--- config.mk ---
export PLATFORM = sky130hd
export DESIGN_NAME = spo2_ratio_of_ratios_estimator
export DESIGN_NICKNAME = d
export VERILOG_FILES = /design/src/rtl/core/srr_pkg.sv /design/src/rtl/core/srr_front.sv /design/src/rtl/core/srr_job_queue.sv /design/src/rtl/core/srr_back.sv /design/src/rtl/core/spo2_ratio_of_ratios_estimator.sv
export SDC_FILE = /design/constraint.sdc
export NUM_CORES = 2
export LEC_CHECK = 0
export ABC_AREA = 0
export BUFFER_PORTS_ARGS = -buffer_cell sky130_fd_sc_hd__buf_2
export CAP_MARGIN = 15
export CELL_PAD_IN_SITES_DETAIL_PLACEMENT = 1
export CELL_PAD_IN_SITES_GLOBAL_PLACEMENT = 1
export CORE_MARGIN = 2
export CORE_UTILIZATION = 40
export DETAILED_ROUTE_END_ITERATION = 7
export GPL_ROUTABILITY_DRIVEN = 0
export PLACE_DENSITY = 0.77
export SETUP_SLACK_MARGIN = 0.5
export SLEW_MARGIN = 20
export SYNTH_ARGS = -nofsm -noshare
export SYNTH_HDL_FRONTEND = slang
export SYNTH_SLANG_ARGS = --single-unit
--- constraint.sdc ---
create_clock -name i_clk -period 13.15 [get_ports i_clk]
set_clock_uncertainty 0.1 [all_clocks]
set_input_delay 0.6575 -clock i_clk [delete_from_list [all_inputs] [get_ports i_clk]]
set_output_delay 0.6575 -clock i_clk [all_outputs]
set_load 0.05 [all_outputs]
--- src/rtl/core/srr_pkg.sv ---
// ----------------------------------------------------------------------------
// srr_pkg: shared types and constants of the SpO2 ratio-of-ratios estimator
// Sample, result and job formats, fixed-point constants, back-end states.
// ----------------------------------------------------------------------------
package srr_pkg;

    localparam int SAMPLE_BITS = 18;
    localparam int TOTAL_BITS  = 25;
    localparam int PROD_BITS   = SAMPLE_BITS + TOTAL_BITS;
    localparam int QUOT_BITS   = 15;
    localparam int SLOPE_BITS  = 13;
    localparam int NUM_BITS    = PROD_BITS + SLOPE_BITS;
    localparam int EST_BITS    = 15;
    localparam int CNT_BITS    = $clog2(QUOT_BITS);
    localparam int QUEUE_DEPTH = 2;

    localparam logic [SLOPE_BITS-1:0] SLOPE_SCALED = SLOPE_BITS'(6400);
    localparam logic [QUOT_BITS:0]    BASE_SCALED  = (QUOT_BITS + 1)'(28160);
    localparam logic [QUOT_BITS:0]    TOP_SCALED   = (QUOT_BITS + 1)'(25600);

    typedef struct packed {
        logic [SAMPLE_BITS-1:0] ir_sample;
        logic [SAMPLE_BITS-1:0] red_sample;
        logic                   last_sample;
    } t_sample;

    typedef struct packed {
        logic [EST_BITS-1:0] spo2_estimate;
        logic                spo2_valid;
    } t_result;

    typedef struct packed {
        logic                   valid;
        logic [SAMPLE_BITS-1:0] ir_ac;
        logic [SAMPLE_BITS-1:0] red_ac;
        logic [TOTAL_BITS-1:0]  ir_total;
        logic [TOTAL_BITS-1:0]  red_total;
    } t_job;

    typedef enum logic [2:0] {
        BK_IDLE,
        BK_MUL,
        BK_SCALE,
        BK_CHECK,
        BK_DIV,
        BK_DONE
    } t_back_state;

endpackage

--- src/rtl/core/srr_front.sv ---
// ----------------------------------------------------------------------------
// srr_front: per-buffer statistics
// Tracks min, max and saturating sum of both channels; on the last sample
// of a buffer it emits one job to the back end and re-arms.
// ----------------------------------------------------------------------------
module srr_front (
    input  logic            i_clk,
    input  logic            i_rst_n,
    input  logic            i_push,
    input  srr_pkg::t_sample i_item,
    input  logic            i_job_full,
    output logic            o_full,
    output logic            o_job_push,
    output srr_pkg::t_job   o_job
);
    import srr_pkg::*;

    logic                   r_start;
    logic [SAMPLE_BITS-1:0] r_ir_lo, r_ir_hi, r_red_lo, r_red_hi;
    logic [TOTAL_BITS-1:0]  r_ir_tot, r_red_tot;

    logic [SAMPLE_BITS-1:0] n_ir_lo, n_ir_hi, n_red_lo, n_red_hi;
    logic [TOTAL_BITS-1:0]  n_ir_tot, n_red_tot;
    logic [TOTAL_BITS:0]    w_ir_sum, w_red_sum;
    logic                   w_accept;

    assign o_full   = i_job_full;
    assign w_accept = i_push && !i_job_full;

    always_comb begin
        if (r_start) begin
            n_ir_lo  = i_item.ir_sample;
            n_ir_hi  = i_item.ir_sample;
            n_red_lo = i_item.red_sample;
            n_red_hi = i_item.red_sample;
            w_ir_sum  = (TOTAL_BITS + 1)'(i_item.ir_sample);
            w_red_sum = (TOTAL_BITS + 1)'(i_item.red_sample);
        end else begin
            n_ir_lo  = (i_item.ir_sample < r_ir_lo) ? i_item.ir_sample : r_ir_lo;
            n_ir_hi  = (i_item.ir_sample > r_ir_hi) ? i_item.ir_sample : r_ir_hi;
            n_red_lo = (i_item.red_sample < r_red_lo) ? i_item.red_sample : r_red_lo;
            n_red_hi = (i_item.red_sample > r_red_hi) ? i_item.red_sample : r_red_hi;
            w_ir_sum  = {1'b0, r_ir_tot} + (TOTAL_BITS + 1)'(i_item.ir_sample);
            w_red_sum = {1'b0, r_red_tot} + (TOTAL_BITS + 1)'(i_item.red_sample);
        end
        n_ir_tot  = w_ir_sum[TOTAL_BITS] ? '1 : w_ir_sum[TOTAL_BITS-1:0];
        n_red_tot = w_red_sum[TOTAL_BITS] ? '1 : w_red_sum[TOTAL_BITS-1:0];
    end

    always_comb begin
        o_job.ir_ac     = n_ir_hi - n_ir_lo;
        o_job.red_ac    = n_red_hi - n_red_lo;
        o_job.ir_total  = n_ir_tot;
        o_job.red_total = n_red_tot;
        o_job.valid     = (n_ir_tot != '0) && (n_red_tot != '0) &&
                          (o_job.ir_ac != '0) && (o_job.red_ac != '0);
        o_job_push      = w_accept && i_item.last_sample;
    end

    always_ff @(posedge i_clk) begin
        if (!i_rst_n) begin
            r_start <= 1'b1;
        end else if (w_accept) begin
            r_start <= i_item.last_sample;
        end
    end

    always_ff @(posedge i_clk) begin
        if (w_accept) begin
            r_ir_lo   <= n_ir_lo;
            r_ir_hi   <= n_ir_hi;
            r_red_lo  <= n_red_lo;
            r_red_hi  <= n_red_hi;
            r_ir_tot  <= n_ir_tot;
            r_red_tot <= n_red_tot;
        end
    end

endmodule

--- src/rtl/core/srr_job_queue.sv ---
// ----------------------------------------------------------------------------
// srr_job_queue: short job queue
// Decouples the statistics front end from the ratio back end.
// ----------------------------------------------------------------------------
module srr_job_queue (
    input  logic          i_clk,
    input  logic          i_rst_n,
    input  logic          i_push,
    input  srr_pkg::t_job i_job,
    input  logic          i_pop,
    output logic          o_full,
    output logic          o_valid,
    output srr_pkg::t_job o_job
);
    import srr_pkg::*;

    localparam int PTR_BITS = (QUEUE_DEPTH > 1) ? $clog2(QUEUE_DEPTH) : 1;
    localparam int CNT_W    = $clog2(QUEUE_DEPTH + 1);

    t_job                r_mem [QUEUE_DEPTH];
    logic [PTR_BITS-1:0] r_wr_ptr, r_rd_ptr;
    logic [CNT_W-1:0]    r_count;
    logic                w_push, w_pop;

    assign o_full  = (r_count == CNT_W'(QUEUE_DEPTH));
    assign o_valid = (r_count != '0);
    assign o_job   = r_mem[r_rd_ptr];
    assign w_push  = i_push && !o_full;
    assign w_pop   = i_pop && o_valid;

    always_ff @(posedge i_clk) begin
        if (!i_rst_n) begin
            r_wr_ptr <= '0;
            r_rd_ptr <= '0;
            r_count  <= '0;
        end else begin
            if (w_push) begin
                r_wr_ptr <= (r_wr_ptr == PTR_BITS'(QUEUE_DEPTH - 1)) ? '0 : r_wr_ptr + 1'b1;
            end
            if (w_pop) begin
                r_rd_ptr <= (r_rd_ptr == PTR_BITS'(QUEUE_DEPTH - 1)) ? '0 : r_rd_ptr + 1'b1;
            end
            if (w_push && !w_pop) begin
                r_count <= r_count + 1'b1;
            end else if (w_pop && !w_push) begin
                r_count <= r_count - 1'b1;
            end
        end
    end

    always_ff @(posedge i_clk) begin
        if (w_push) begin
            r_mem[r_wr_ptr] <= i_job;
        end
    end

    a_no_overflow: assert property (@(posedge i_clk) disable iff (!i_rst_n)
        r_count <= CNT_W'(QUEUE_DEPTH))
        else $error("job queue count beyond depth");

    a_no_blind_pop: assert property (@(posedge i_clk) disable iff (!i_rst_n)
        i_pop |-> o_valid)
        else $error("job popped from empty queue");

endmodule

--- src/rtl/core/srr_back.sv ---
// ----------------------------------------------------------------------------
// srr_back: ratio-of-ratios evaluation
// Forms both cross products, scales, divides by restoring steps and maps
// the rounded-up ratio to the clamped estimate in an output register.
// ----------------------------------------------------------------------------
module srr_back (
    input  logic             i_clk,
    input  logic             i_rst_n,
    input  logic             i_job_valid,
    input  srr_pkg::t_job    i_job,
    output logic             o_job_pop,
    input  logic             i_pop,
    output logic             o_empty,
    output srr_pkg::t_result o_result
);
    import srr_pkg::*;

    t_back_state           r_state, n_state;
    t_job                  r_job;
    logic [PROD_BITS-1:0]  r_a, r_den, r_rem;
    logic [QUOT_BITS-1:0]  r_q;
    logic [CNT_BITS-1:0]   r_cnt;
    logic                  r_ovf;
    logic                  r_out_full;
    t_result               r_out;

    logic                  w_load;
    logic [NUM_BITS-1:0]   w_num;
    logic [PROD_BITS:0]    w_shift;
    logic                  w_ge;
    logic [QUOT_BITS:0]    w_ceil;
    logic [QUOT_BITS:0]    w_diff;
    t_result               w_result;

    always_ff @(posedge i_clk) begin
        if (!i_rst_n) begin
            r_state <= BK_IDLE;
        end else begin
            r_state <= n_state;
        end
    end

    always_comb begin
        n_state   = r_state;
        o_job_pop = 1'b0;
        w_load    = 1'b0;
        case (r_state)
            BK_IDLE: begin
                if (i_job_valid) begin
                    o_job_pop = 1'b1;
                    n_state   = i_job.valid ? BK_MUL : BK_DONE;
                end
            end
            BK_MUL:   n_state = BK_SCALE;
            BK_SCALE: n_state = BK_CHECK;
            BK_CHECK: n_state = BK_DIV;
            BK_DIV: begin
                if (r_cnt == CNT_BITS'(QUOT_BITS - 1)) begin
                    n_state = BK_DONE;
                end
            end
            BK_DONE: begin
                if (!r_out_full || i_pop) begin
                    w_load  = 1'b1;
                    n_state = BK_IDLE;
                end
            end
            default: n_state = BK_IDLE;
        endcase
    end

    assign w_num   = NUM_BITS'(r_a) * NUM_BITS'(SLOPE_SCALED);
    assign w_shift = {r_rem, r_q[QUOT_BITS-1]};
    assign w_ge    = (w_shift >= {1'b0, r_den});

    always_comb begin
        w_ceil = {1'b0, r_q} + (QUOT_BITS + 1)'(r_rem != '0);
        w_diff = BASE_SCALED - w_ceil;
        w_result.spo2_valid = r_job.valid;
        if (!r_job.valid || r_ovf || (w_ceil >= BASE_SCALED)) begin
            w_result.spo2_estimate = '0;
        end else if (w_diff > TOP_SCALED) begin
            w_result.spo2_estimate = EST_BITS'(TOP_SCALED);
        end else begin
            w_result.spo2_estimate = EST_BITS'(w_diff);
        end
    end

    always_ff @(posedge i_clk) begin
        case (r_state)
            BK_IDLE: begin
                if (i_job_valid) begin
                    r_job <= i_job;
                end
            end
            BK_MUL: begin
                r_a   <= PROD_BITS'(r_job.red_ac) * PROD_BITS'(r_job.ir_total);
                r_den <= PROD_BITS'(r_job.ir_ac) * PROD_BITS'(r_job.red_total);
            end
            BK_SCALE: begin
                r_rem <= PROD_BITS'(w_num[NUM_BITS-1:QUOT_BITS]);
                r_q   <= w_num[QUOT_BITS-1:0];
            end
            BK_CHECK: begin
                r_ovf <= (r_rem >= r_den);
                r_cnt <= '0;
            end
            BK_DIV: begin
                r_rem <= w_ge ? PROD_BITS'(w_shift - {1'b0, r_den}) : PROD_BITS'(w_shift);
                r_q   <= {r_q[QUOT_BITS-2:0], w_ge};
                r_cnt <= r_cnt + 1'b1;
            end
            default: begin
            end
        endcase
    end

    always_ff @(posedge i_clk) begin
        if (!i_rst_n) begin
            r_out_full <= 1'b0;
        end else if (w_load) begin
            r_out_full <= 1'b1;
        end else if (i_pop) begin
            r_out_full <= 1'b0;
        end
    end

    always_ff @(posedge i_clk) begin
        if (w_load) begin
            r_out <= w_result;
        end
    end

    assign o_empty  = !r_out_full;
    assign o_result = r_out;

    a_invalid_is_zero: assert property (@(posedge i_clk) disable iff (!i_rst_n)
        (r_out_full && !r_out.spo2_valid) |-> (r_out.spo2_estimate == '0))
        else $error("invalid result carries a nonzero estimate");

    a_estimate_range: assert property (@(posedge i_clk) disable iff (!i_rst_n)
        r_out_full |-> ((QUOT_BITS + 1)'(r_out.spo2_estimate) <= TOP_SCALED))
        else $error("estimate above clamp");

    a_pop_only_idle: assert property (@(posedge i_clk) disable iff (!i_rst_n)
        o_job_pop |-> (r_state == BK_IDLE && i_job_valid))
        else $error("job taken while busy");

    a_held_result: assert property (@(posedge i_clk) disable iff (!i_rst_n)
        (r_out_full && !i_pop) |=> (r_out_full && $stable(r_out)))
        else $error("waiting result overwritten");

endmodule

--- src/rtl/core/spo2_ratio_of_ratios_estimator.sv ---
// ----------------------------------------------------------------------------
// spo2_ratio_of_ratios_estimator: SpO2 estimate from paired optical samples
// Statistics front end, two-entry job queue, ratio back end with divider.
//
//   channel   handshake         payload
//   samples   i_push / o_full   i_item   (ir, red, last marker)
//   results   o_empty / i_pop   o_result (estimate, valid)
//
// A sample transaction is taken every cycle while the job queue has room.
// A buffer result passes the job queue and the back end: a zero-swing buffer
// goes straight to the output register, while a valid one is multiplied,
// scaled, overflow-checked, divided in 15 restoring steps and then mapped.
// Reset is synchronous; it clears control state only, no clearing pass.
// A held result stalls the back end, then the queue, then o_full rises.
// ----------------------------------------------------------------------------
module spo2_ratio_of_ratios_estimator (
    input  logic             i_clk,
    input  logic             i_rst_n,
    input  logic             i_push,
    output logic             o_full,
    input  srr_pkg::t_sample i_item,
    output logic             o_empty,
    input  logic             i_pop,
    output srr_pkg::t_result o_result
);
    import srr_pkg::*;

    logic w_job_push, w_job_full, w_job_valid, w_job_pop;
    t_job w_job_in, w_job_out;

    srr_front u_front (
        .i_clk      (i_clk),
        .i_rst_n    (i_rst_n),
        .i_push     (i_push),
        .i_item     (i_item),
        .i_job_full (w_job_full),
        .o_full     (o_full),
        .o_job_push (w_job_push),
        .o_job      (w_job_in)
    );

    srr_job_queue u_queue (
        .i_clk   (i_clk),
        .i_rst_n (i_rst_n),
        .i_push  (w_job_push),
        .i_job   (w_job_in),
        .i_pop   (w_job_pop),
        .o_full  (w_job_full),
        .o_valid (w_job_valid),
        .o_job   (w_job_out)
    );

    srr_back u_back (
        .i_clk       (i_clk),
        .i_rst_n     (i_rst_n),
        .i_job_valid (w_job_valid),
        .i_job       (w_job_out),
        .o_job_pop   (w_job_pop),
        .i_pop       (i_pop),
        .o_empty     (o_empty),
        .o_result    (o_result)
    );

endmodule

== After elaboration in Yosys (flattened, before gate mapping) ==
Memory sizes are Yosys's and may differ from the RTL's. A register that Yosys moved wholly into a read port is not among the register bits.
Index checks and enable logic that the tools add are counted.
Operators by class
  eq/ne operators: 10
  $add $sub $neg: 12
  muxes and demuxes: 36
  multiply operators: 3
  reductions and logical operators: 31
  magnitude comparators: 8
Operators with widths (count)
  $mux 18: 8
  $mul 18x25->43: 2
  $pmux 43 s2: 1
  $add 25x18->26: 2
  $mux 26: 2
  $mux 25: 2
  $reduce_bool 25->1: 2
  $mul 43x5->48 const B: 1
  $ge 44x43->1: 1
  $ge 43x43->1: 1
  $mux 43: 1
  $reduce_bool 43->1: 1
  $sub 43x43->43: 1
  $gt 18x18->1: 2
  $lt 18x18->1: 2
  $reduce_bool 18->1: 2
  $sub 18x18->18: 2
  $pmux 15 s2: 1
  $pmux 3 s6: 1
  $add 15x1->16: 1
  $ge 16x15->1 const B: 1
  $gt 16x15->1 const B: 1
  $sub 15x16->16 const A: 1
  $mux 15: 1
  other kinds (23): 60
Storage, ports and cells
  bits of input ports: 41
  bits in writable memories: 174
  logic and storage cells: 127
  output and inout bits: 18
  bits in registers: 383
  memories: 1
Memory list
  u_queue.r_mem: words 2, bits a word 87, rd ports 1, clocked after Yosys merged registers in 1, write ports 1, RTL line srr_job_queue.sv:20  | t_job r_mem [QUEUE_DEPTH];

== Depth between registers and ports, before layout ==
  word-level depth: 9
  mapped depth: 27
  mapped depth without buffers: 25

== Modules after synthesis ==
Synthesis repeated with hierarchy kept, for this count alone.
Second synthesis, totals
  cells, all modules: 6667
  area total of the unflattened synthesis: 64638.2 um2
By module, submodules not included
  srr_back: area an instance 47033.9 um2, cells an instance 5176, sequential area each 7647.3 um2, times used 1
  srr_front: area an instance 10969.3 um2, cells an instance 1195, sequential area each 3683.5 um2, times used 1
  srr_job_queue: area an instance 6635.1 um2, cells an instance 296, sequential area each 5325.1 um2, times used 1

== Worst setup path before layout ==
OpenSTA, ideal clock, no wires.
  kind: input-to-reg
  start: input i_push
  end: memory u_queue.r_mem[0][0] (netlist bit) (enable)
  path buffers: 0
  library setup time: 0.534 ns
  setup slack: 4.753 ns
  data arrival time: 7.763 ns
  stages: 3
  required time: 12.516 ns
  path through: and2_1 > nand2_1 > nor2_1
On the way
  cells in the longest elaborated chain, start to end: 5
Ends and longest elaborated chain
  start: declaration: RTL line spo2_ratio_of_ratios_estimator.sv:19  | input logic i_push,
  $logic_and 1x1->1: RTL line srr_front.sv:28  | assign w_accept = i_push && !i_job_full;
  $logic_and 1x1->1: RTL line srr_front.sv:57  | o_job_push = w_accept && i_item.last_sample;
  $logic_and 1x1->1: RTL line srr_job_queue.sv:28  | assign w_push = i_push && !o_full;
  $mux 1: RTL line srr_job_queue.sv:52  | if (w_push) begin
  $mux 1 (implied by the code): RTL line srr_job_queue.sv:53  | r_mem[r_wr_ptr] <= i_job;
  end: declaration: RTL line srr_job_queue.sv:20
No other way between the ends.

== Worst setup path after layout ==
  start: register u_back.r_job[71] (netlist bit)
  end: register u_back.r_den[42] (data pin)
On the way
  cells in the longest elaborated chain, start to end: 1
Ends and longest elaborated chain
  start: declaration: RTL line srr_back.sv:19  | t_job r_job;
  start signal: assignment: RTL line srr_back.sv:93  | r_job <= i_job;
  $mul 18x25->43: RTL line srr_back.sv:98  | r_den <= PROD_BITS'(r_job.ir_ac) * PROD_BITS'(r_job.red_total);
  end signal: assignment: RTL line srr_back.sv:98
  end: declaration: RTL line srr_back.sv:20  | logic [PROD_BITS-1:0] r_a, r_den, r_rem;
No other way between the ends.
A chain may end at the register's enable or synchronous reset.

==> qor.csv <==
stage;metric;value;unit
placed_design;place_inst;8397;
grt;antenna_found_initial;3;
grt;track_usage;22.0;%
worst_setup_path;cp_slowest_cell;edfxtp_1;
placed_design;placed_cell_area;65600;sq um
clock_tree;clk_path_buf_depth;3;
grt;grt_pass1_wl;284000;microns
synth;synthDistinctLibCells;84;
layout;fin_nets;7836;
outcome;status;completed;
worst_setup_path;worst-path-max-fanout;25;
clock_tree;cts_buffers;67;
synth;async_flop_share;0;%
sta;tightest_slew;1230;ps
layout;final_common_cell;inv_1;
layout;final_cell_mix;inv_1, fa_1, nand2_1;
floorplan;die_w;402;microns
worst_setup_path;slowest_delay;1040;ps
layout;layout-drive-gt1-share;5.74;%
grt;grt_start_max_net_pins;87;
min_path;hold_path_depth;4;
layout;finalInstanceArea;68100;sq um
layout;fin_cells;8528;
detailed_routing;drcViolationCount;0;
worst_setup_path;cp.required;13460;ps
floorplan;row_count;145;
worst_setup_path;worstSetupStartpoint;u_back.r_job[71];
synth;ys.flop_type;edfxtp_1;
detailed_routing;ant_nets;0;
layout;fillers;17700;
sta;fin_setup_tns;0;ps
synth;synth_area;63300;sq um
min_path;hold_start;i_pop;
floorplan;die_h;402;microns
worst_setup_path;r2r_start;u_back.r_job[71];
clock_tree;cts_hold_buffers;0;
synth;synth_edf_count;548;
placed_design;io_buffer_count;58;
clock_tree;cts_tree;built;
clock_tree;cts_resized;0;
sta;setup_viol;0;
floorplan;pin_count;59;
sta;hold_violations;0;
sta;fin_crit;7900;ps
detailed_routing;routed_wl;177000;microns
floorplan;coreArea;157000;sq um
worst_setup_path;end_kind;flip-flop;
clock_tree;root_buffer;clkbuf_16;
worst_setup_path;cp_cell_sequence;nand2_1, fa_1, fa_1, fa_1, inv_1, fa_1, fa_1, inv_1, fa_1, inv_1, ha_1, a2111oi_0, o21ai_0, a21oi_1, a22oi_1, and2_1, o41ai_1, o211ai_1, o211ai_1, o21ai_0, a21oi_1, xnor2_1;
synth;syn_avg_cell_area;9.77;sq um
synth;syn-num-nets;7894;
worst_setup_path;cpMostUsedCell;fa_1;
job;cap_violations;0;
grt;grt-ovfl-total;0;
worst_setup_path;rr_worst_depth;22;
sta;drv_slew;0;
detailed_routing;via_count;46200;
worst_setup_path;startpoint_type;flip-flop;
worst_setup_path;critPathKind;flip-flop to flip-flop;
layout;syn_to_final_growth;7.60;%
sta;max_freq;0.127;GHz
synth;netlist_instances;6474;
floorplan;start_util;40.4;%
clock_tree;path_clk_slew;60;ps
clock_tree;clkLatencyLatePin;680;ps
grt;grt_pass1_vias;51500;
floorplan;dieArea;161000;sq um
sta;fin_crit_sh;60.0;%
detailed_routing;first_pass_iters;5;
placed_design;hpwl;135000;microns
synth;seq_area_frac_synth;26.3;%
detailed_routing;drt-initial-drc-count;2676;
sta;relSlewSlack;17.6;%
clock_tree;cts_setup_buffers;0;
clock_tree;cts_sinks;558;
synth;ys_warn_count;0;
clock_tree;htreeDepth;3;
detailed_routing;viasPerCell;5.41;
min_path;min-delay-path-class;input port to flip-flop;
worst_setup_path;cp_data_arrival_time;8200;ps
sta;rsz0062_at_grt;false;
synth;synth-seq-cells;558;
detailed_routing;wl_per_cell;20.7;microns
[path summary, 6_finish.rpt]
check,to,slack [ps]
min reg2reg,u_back.r_job[85],430
max reg2reg,u_back.r_den[42],5250
min,u_back.r_state[0],300
max,u_back.r_den[42],5250
[stage by stage]
step	hold WS [ps]	util, %	setup slack (ps)
after floorplan	327	-	4750
final	297	43.5	5250
after global placement	409	41.9	5460
after global routing	314	43.5	4810
after CTS	247	43.4	5210
after detailed placement	426	41.9	5240
[metal layers]
metal / share of wire [%] / wire length (microns) / vias to the layer above / track usage (%)
li1: - / - / 20900 / -
met1: 43 / 75400 / 23700 / 28.1
met2: 49 / 87500 / 1173 / 38.6
met3: 5.0 / 8780 / 322 / 3.11
met4: 3.0 / 5270 / 4 / 6.55
met5: 0.015 / 27 / - / 0
[registers in the layout, summed over array words and instances (netlist names), 2 cells and up, named ones only]
| register | cells |
|---|---|
| u_queue.r_mem | 174 |
| u_back.r_job | 87 |
| u_back.r_a | 43 |
| u_back.r_den | 43 |
| u_back.r_rem | 43 |
| u_front.r_ir_tot | 25 |
| u_front.r_red_tot | 25 |
| u_front.r_ir_hi | 18 |
| u_front.r_ir_lo | 18 |
| u_front.r_red_hi | 18 |
| u_front.r_red_lo | 18 |
| u_back.o_result | 16 |
| u_back.r_q | 15 |
| u_back.r_cnt | 4 |
| u_back.r_state | 3 |
| u_queue.r_count | 2 |
[cell families (layout without fill, tap and decap cells)]
family	after synthesis	after routing	share of synthesized area, %
buffers and inverters	1505	1499	8.95
other	0	2	0
xor gates and xnor gates	227	227	3.14
AOI/OAI and AO/OA	884	884	9.03
muxes	149	149	2.60
DFF	558	558	26.3
adders and majority gates	1379	1379	36.5
and+or+nand+nor	1772	1772	13.4
[critical path, delay by kind of cell, from the launching register on]
family          cells  cell delay (ps)
fa+ha+maj           7             3440
compound gates      9             2270
flops               1             1040
simple gates        2              470
buf+inv             3              180
xor+xnor            1               80
[cells in the mapped netlist (all sizes together), types with 11 or more instances]
cell	n	share of area [%]
inv	1273	7.6
fa	779	25
nand2	777	4.6
ha	600	12
edfxtp	548	26
and2	368	3.6
a21oi	232	1.8
nor2	231	1.4
clkbuf	220	1.3
o21ai	191	1.5
xnor2	143	2.0
mux2	122	2.2
a21o	104	1.2
xor2	84	1.2
nand3	74	0.59
nor3	63	0.51
o211ai	51	0.61
nand2b	50	0.49
o21a	48	0.57
nand4	45	0.45
a211oi	44	0.52
nor2b	35	0.35
a31oi	34	0.34
and3	32	0.32
o21bai	32	0.38
mux2i	27	0.43
nor4	23	0.23
or3	19	0.19
o31ai	15	0.19
a2111oi	12	0.17
a211o	12	0.17
a21boi	12	0.14
buf	12	0.091
o2111ai	11	0.15
or4	11	0.13
[final cells by class]
cell class | count | area [sq um] | share of cell area (%)
Inverter | 1273 | 4780 | 7.02
Tap cell | 2058 | 2570 | 3.78
Multi-Input combinational cell | 4411 | 41000 | 60.3
Sequential cell | 558 | 16700 | 24.5
Clock buffer | 80 | 1740 | 2.55
Clock inverter | 41 | 563 | 0.827
Antenna cell | 2 | 5.00 | 0.00735
Timing Repair Buffer | 105 | 742 | 1.09
Power is not shown: default switching activity piles up to over one toggle a cycle in this logic, so the estimate is an artifact.
